## src/rtl/sli_divider.sv

```systemverilog
`timescale 1ns / 1ps
// pipelined restoring divider, one quotient bit per register stage
// standalone: no package dependencies; sideband rides along with each beat

module sli_divider #(
  parameter int DW  = 51,
  parameter int QB  = 17,
  parameter int SBW = 100
) (
  input  logic           clk,
  input  logic           rst,
  input  logic           in_valid,
  input  logic [DW-1:0]  in_rem,
  input  logic [QB-1:0]  in_low,
  input  logic [DW-1:0]  in_div,
  input  logic [SBW-1:0] in_sb,
  output logic           out_valid,
  output logic [QB-1:0]  out_q,
  output logic           out_rem_nz,
  output logic [SBW-1:0] out_sb
);

  logic           vld  [0:QB];
  logic [DW-1:0]  rem  [0:QB];
  logic [QB-1:0]  low  [0:QB];
  logic [QB-1:0]  quo  [0:QB];
  logic [DW-1:0]  dvs  [0:QB];
  logic [SBW-1:0] sb   [0:QB];

  // stage zero is the input
  assign vld[0] = in_valid;
  assign rem[0] = in_rem;
  assign low[0] = in_low;
  assign quo[0] = '0;
  assign dvs[0] = in_div;
  assign sb[0]  = in_sb;

  for (genvar k = 0; k < QB; k++) begin : g_stage
    logic [DW:0] trial;
    logic [DW:0] diff;
    logic        ge;

    // shift in next dividend bit and try to subtract
    assign trial = {rem[k], low[k][QB-1]};
    assign diff  = trial - {1'b0, dvs[k]};
    assign ge    = trial >= {1'b0, dvs[k]};

    always_ff @(posedge clk) begin
      if (rst) begin
        vld[k+1] <= 1'b0;
      end else begin
        vld[k+1] <= vld[k];
      end
      rem[k+1] <= ge ? diff[DW-1:0] : trial[DW-1:0];
      low[k+1] <= {low[k][QB-2:0], 1'b0};
      quo[k+1] <= {quo[k][QB-2:0], ge};
      dvs[k+1] <= dvs[k];
      sb[k+1]  <= sb[k];
    end
  end

  assign out_valid  = vld[QB];
  assign out_q      = quo[QB];
  assign out_rem_nz = |rem[QB];
  assign out_sb     = sb[QB];

endmodule

```

## config.mk

```make
export PLATFORM = sky130hd
export DESIGN_NAME = sli_divider
export DESIGN_NICKNAME = d
export VERILOG_FILES = /design/src/rtl/sli_divider.sv
export SDC_FILE = /design/constraint.sdc
export NUM_CORES = 2
export LEC_CHECK = 0
export BUFFER_PORTS_ARGS = -buffer_cell sky130_fd_sc_hd__buf_2
export CORE_ASPECT_RATIO = 0.9
export CORE_UTILIZATION = 62
export DETAILED_ROUTE_END_ITERATION = 7
export PLACE_DENSITY_LB_ADDON = 0.15
export RECOVER_POWER = 100
export SYNTH_ARGS = -nofsm -noshare
export SYNTH_HDL_FRONTEND = slang
export SYNTH_SLANG_ARGS = --single-unit
export TNS_END_PERCENT = 1
```

## constraint.sdc

```tcl
create_clock -name clk -period 3.9 [get_ports clk]
set_input_delay 0.195 -clock clk [delete_from_list [all_inputs] [get_ports clk]]
set_output_delay 0.195 -clock clk [all_outputs]
set_load 0.01 [all_outputs]
```

== Yosys cells after proc, flatten, opt, wreduce, memory -nomap -nowiden ==
Cells that the tools add are included.

* Register bits after elaboration: 3689
* Output and inout port bits: 119

* Add/sub/neg operators: 17
* $lt $le $gt $ge: 17
* Muxes and demuxes: 17
* Reduce and logical (&&, ||, !) cells: 1

{| class="wikitable"
|+ Operator list
! kind !! number
|-
| 52-bit by 51-bit >= comparator with 1-bit output || 17
|-
| 51-bit 2-to-1 mux || 17
|-
| 51-bit subtractor || 17
|-
| 51-bit OR reduction || 1
|}

== Longest topological paths before layout ==
* Depth after elaboration: 2
* Gate-level depth with buffers: 17
* Gate-level depth less buffers: 15

== Worst setup path before layout ==
OpenSTA, ideal clock, no wires.

* Path type: register to register
* From: register low, in the netlist g_stage[13].trial[0]
* To: register rem, in the netlist g_stage[14].trial[11]
* Setup time: 121 ps
* Arrival time: 3342 ps
* Data required time: 3779 ps
* Slack: 437 ps
* Cell stages (with the launch flop): 16
* Period minus slack after synthesis: 3463 ps
* Path through: dfxtp_1 inv_1 ha_1 fa_1 nand2b_1 o2bb2ai_1 o21a_1 o21bai_1 a31o_2 nor3_1 o31a_1 nor2_1 o21bai_1 a32oi_1 buf_2 mux2_2

* Longest elaborated chain between the ends: 2
* Elaborated cells on any way between the ends: 3
* Those cells by class: add/sub (1); order compare (1); mux (1)

{| class="wikitable"
|+ RTL lines
! element !! RTL line !! RTL
|-
| start: declaration || 25 || <nowiki>logic [QB-1:0] low [0:QB];</nowiki>
|-
| start signal: indexed assignment || 55 || <nowiki>low[k+1] <= {low[k][QB-2:0], 1'b0};</nowiki>
|-
| 51-bit subtractor or 52-bit by 51-bit >= comparator with 1-bit output (tied branches) || 45, 46 ||
|-
| 51-bit 2-to-1 mux (*) || 54 || <nowiki>rem[k+1] <= ge ? diff[DW-1:0] : trial[DW-1:0];</nowiki>
|-
| end signal: indexed assignment || 54 ||
|-
| end: declaration || 24 || <nowiki>logic [DW-1:0] rem [0:QB];</nowiki>
|}

Mark *: on every way between the ends. The rest lies on a longest branch, timed or not.
A chain may end at the register's enable or synchronous reset.

== Worst setup path in the final report ==
* From: register low, in the netlist g_stage[10].trial[0]
* To: register rem, in the netlist g_stage[11].trial[6]

The elaborated chain is that of the path after synthesis.

==> results.json <==
{
  "dpl.cell_count": 16500,
  "drt_iter0_drc": 9081,
  "cp_cell_sequence": "inv_1 > ha_2 > fa_2 > nand2b_4 > a211oi_2 > or3_4 > a221o_1 > o22a_2 > a31oi_4 > o21ai_4 > a31oi_4 > buf_12 > buf_12 > o21ai_0",
  "layout_common_cells": "dfxtp_1, inv_1, a21oi_1, nand2_1, ha_1",
  "p_leak_nw": 73.6,
  "die_area_um2": 220000,
  "cp.buffers_inverters": 3,
  "r2r_slack_ns": -0.55,
  "totalWireLength_um": 387000,
  "grt_max_degree": 62,
  "finalNonFillerCells": 17700,
  "synth_area_per_cell_um2": 10.3,
  "syn2layout_area_growth_pct": 19.5,
  "setup_slack_ns": -0.548,
  "rsz0062_at_grt": "yes",
  "r2r-start": "g_stage[10].trial[0]",
  "fillers": 14300,
  "setup_viol": 94,
  "cts_buffers": 347,
  "yosysTopAreaCell": "dfxtp_1",
  "drive_gt1_frac": 0.143,
  "cp_max_fo": 54,
  "rr_endpoint": "g_stage[11].trial[6]",
  "max_freq_mhz": 225,
  "ys.flop_type": "dfxtp_1",
  "slowest_stage": "o21ai_0",
  "drv_cap": 0,
  "antenna_found_initial": 25,
  "num_vias": 102000,
  "synth_edf_count": 0,
  "wire_per_inst_um": 21.9,
  "relSlewSlack": 0.428,
  "cp_num_cells": 14,
  "synth-seq-area-share": 0.546,
  "layout_commonest_cell": "dfxtp_1",
  "slew_violations": 0,
  "peakVddDrop_uv": 681,
  "cp-end-kind": "flop",
  "place_congestion": 1.00,
  "ys_seq_elements": 3689,
  "worstPathArrival_ns": 5.24,
  "grt_use_total": 0.338,
  "finalCritPeriodShare": 1.14,
  "yosysUniqueCellTypes": 100,
  "first_pass_iters": 8,
  "critPathMaxStageDelay_ns": 0.63,
  "netlist_top_cells_area": "dfxtp_1, ha_1, a21oi_1, xnor2_1, inv_1",
  "synthCells": 13100,
  "max-clock-path-buffers": 4,
  "tns_ns": -15.33,
  "ant_nets": 1,
  "start_util": 0.624,
  "clock_latency_ns": 1.02,
  "hpwlAfterDp_um": 259000,
  "cts_tree": "yes",
  "crit_start": "g_stage[10].trial[0]",
  "start_kind": "flop",
  "die_x_um": 494,
  "synth_nets": 14200,
  "rows": 162,
  "coreArea_um2": 217000,
  "io_buffers": 340,
  "hold_path.class": "in -> reg",
  "numClockSinks": 3689,
  "powerDensity_nw_per_um2": 950,
  "crit_family": "compound AO/OA/AOI/OAI gates",
  "viasPerCell": 5.76,
  "violations": "antenna violations, negative setup slack",
  "nets": 15600,
  "root_buffer": "clkbuf_16",
  "h-tree-depth": 5,
  "worst_pin_slew_ns": 0.849,
  "multi_input_area_um2": 56300,
  "grt_pass1_wl_um": 583000,
  "crit_end": "g_stage[11].trial[6]",
  "outcome": "finished, violations left",
  "io_pins": 341,
  "async_flop_share": 0,
  "period_needed_ns": 4.45,
  "skew_ns": 0.136,
  "final-hold-violation-count": 0,
  "crit_required_ns": 4.70,
  "yosys.area.top_type_share": 0.546,
  "synth_area_um2": 135000,
  "die_height_um": 445,
  "drcViolationCount": 0,
  "regArea_um2": 73900,
  "clkTransAtPathRegs_ns": 0.07,
  "grt_pass1_vias": 104000,
  "gr-total-overflow": 0,
  "r2r_cells": 14,
  "critPathKind": "reg -> reg",
  "yosysWarnings": 0
}
## routing by layer
layer,share of wire,vias up,global-route usage
met5,0.00065,-,0
met4,0.070,34,0.200
met3,0.064,1654,0.0573
met2,0.49,4572,0.597
met1,0.38,47800,0.381
li1,-,47700,-
## per-stage QoR
stage          instance area [um^2]   util  power (mW)  hold slack, ns  worst slack, ns
2_1_floorplan                135000      -        92.9           0.223            0.437
6_report                     162000  0.746         154          0.0522           -0.548
3_5_place_dp                 144000  0.663         113           0.299           -0.409
4_1_cts                      160000  0.741         150         0.00259          -0.0547
3_3_place_gp                 144000  0.663         111           0.297           -0.414
5_1_grt                      162000  0.746         161          0.0346           -0.441
## final cells by class
| type | count | area share |
|---|---|---|
| Antenna cell | 24 | 0.000372 |
| Clock buffer | 465 | 0.0613 |
| Clock inverter | 145 | 0.0117 |
| Inverter | 1081 | 0.0251 |
| Multi-Input combinational cell | 7857 | 0.348 |
| Sequential cell | 3689 | 0.457 |
| Tap cell | 2870 | 0.0222 |
| Timing Repair Buffer | 1523 | 0.0741 |
## sequential cells by signal, indices dropped and copies added (netlist names)
signal         flops
g_stage.trial    832
dvs              816
vld               16
quo              136
low              120
out_valid          1
out_sb           100
sb              1600
rem               51
out_q             17
## kinds of logic after synthesis
group	share of synthesized area
buffers and inverters	0.0489
AOI/OAI and AO/OA	0.149
and+or+nand+nor	0.0885
adders and majority gates	0.0827
DFF	0.546
xor gates and xnor gates	0.0512
muxes	0.0341
## synthesized netlist by cell type, types with 22 or more instances
master	instances
inv_1	1081
nand2_1	869
o21a_1	100
a21oi_1	1061
o211ai_1	46
buf_2	50
ha_1	867
o21bai_1	146
and3_1	95
nand3_1	200
nor2_1	593
a21boi_0	28
mux2_1	41
dfxtp_1	3689
a211o_1	22
buf_4	128
o31a_1	28
a31oi_1	102
a211oi_1	75
nand4_1	199
clkbuf_1	309
and2_1	53
xor2_1	315
nand2b_1	104
mux2_2	350
o21ai_0	740
nor4_1	54
a21o_1	538
a221oi_1	30
nor3_1	104
nor2b_1	143
or2_2	25
o31ai_1	58
xnor2_1	475
o21ai_1	35
or3_1	25
## repair_timing
item,CTS,global route
hold endpoints to repair,236,0
hold buffers,452,0
resized for setup,103,251
endpoints found under the setup margin,417,748
pin swaps,14,70
cloned,2,9
setup buffers,4,24
## worst min-delay path: cells and delay by family
kind / cells / cell delay [ns]
buffers and inverters: 2 / 0.66
and+or+nand+nor: 1 / 0.05
AOI/OAI and AO/OA: 1 / 0.06
## worst min path at each step
stage                                 endpoint  slack [ns]  depth (start not counted)  startpoint
after floorplan                       dvs[816]        0.22                          0   in_div[0]
after global placement                sb[1616]        0.30                          1   in_sb[16]
after detailed placement              sb[1608]        0.30                          1    in_sb[8]
after CTS                 g_stage[1].trial[38]       0.003                          4  in_rem[36]
after global routing                  low[274]        0.03                          2   in_low[1]
final                     g_stage[1].trial[36]        0.05                          4  in_rem[34]
## power breakdown
| group | switching [mW] | leakage (nW) | internal, mW |
|---|---|---|---|
| Combinational | 37.5 | 36.6 | 30.7 |
| Sequential | 4.92 | 31.1 | 45.2 |
| Clock | 14.9 | 5.80 | 20.4 |
| Total | 57.3 | 73.6 | 96.3 |
Power figures use the tool's default switching activity.
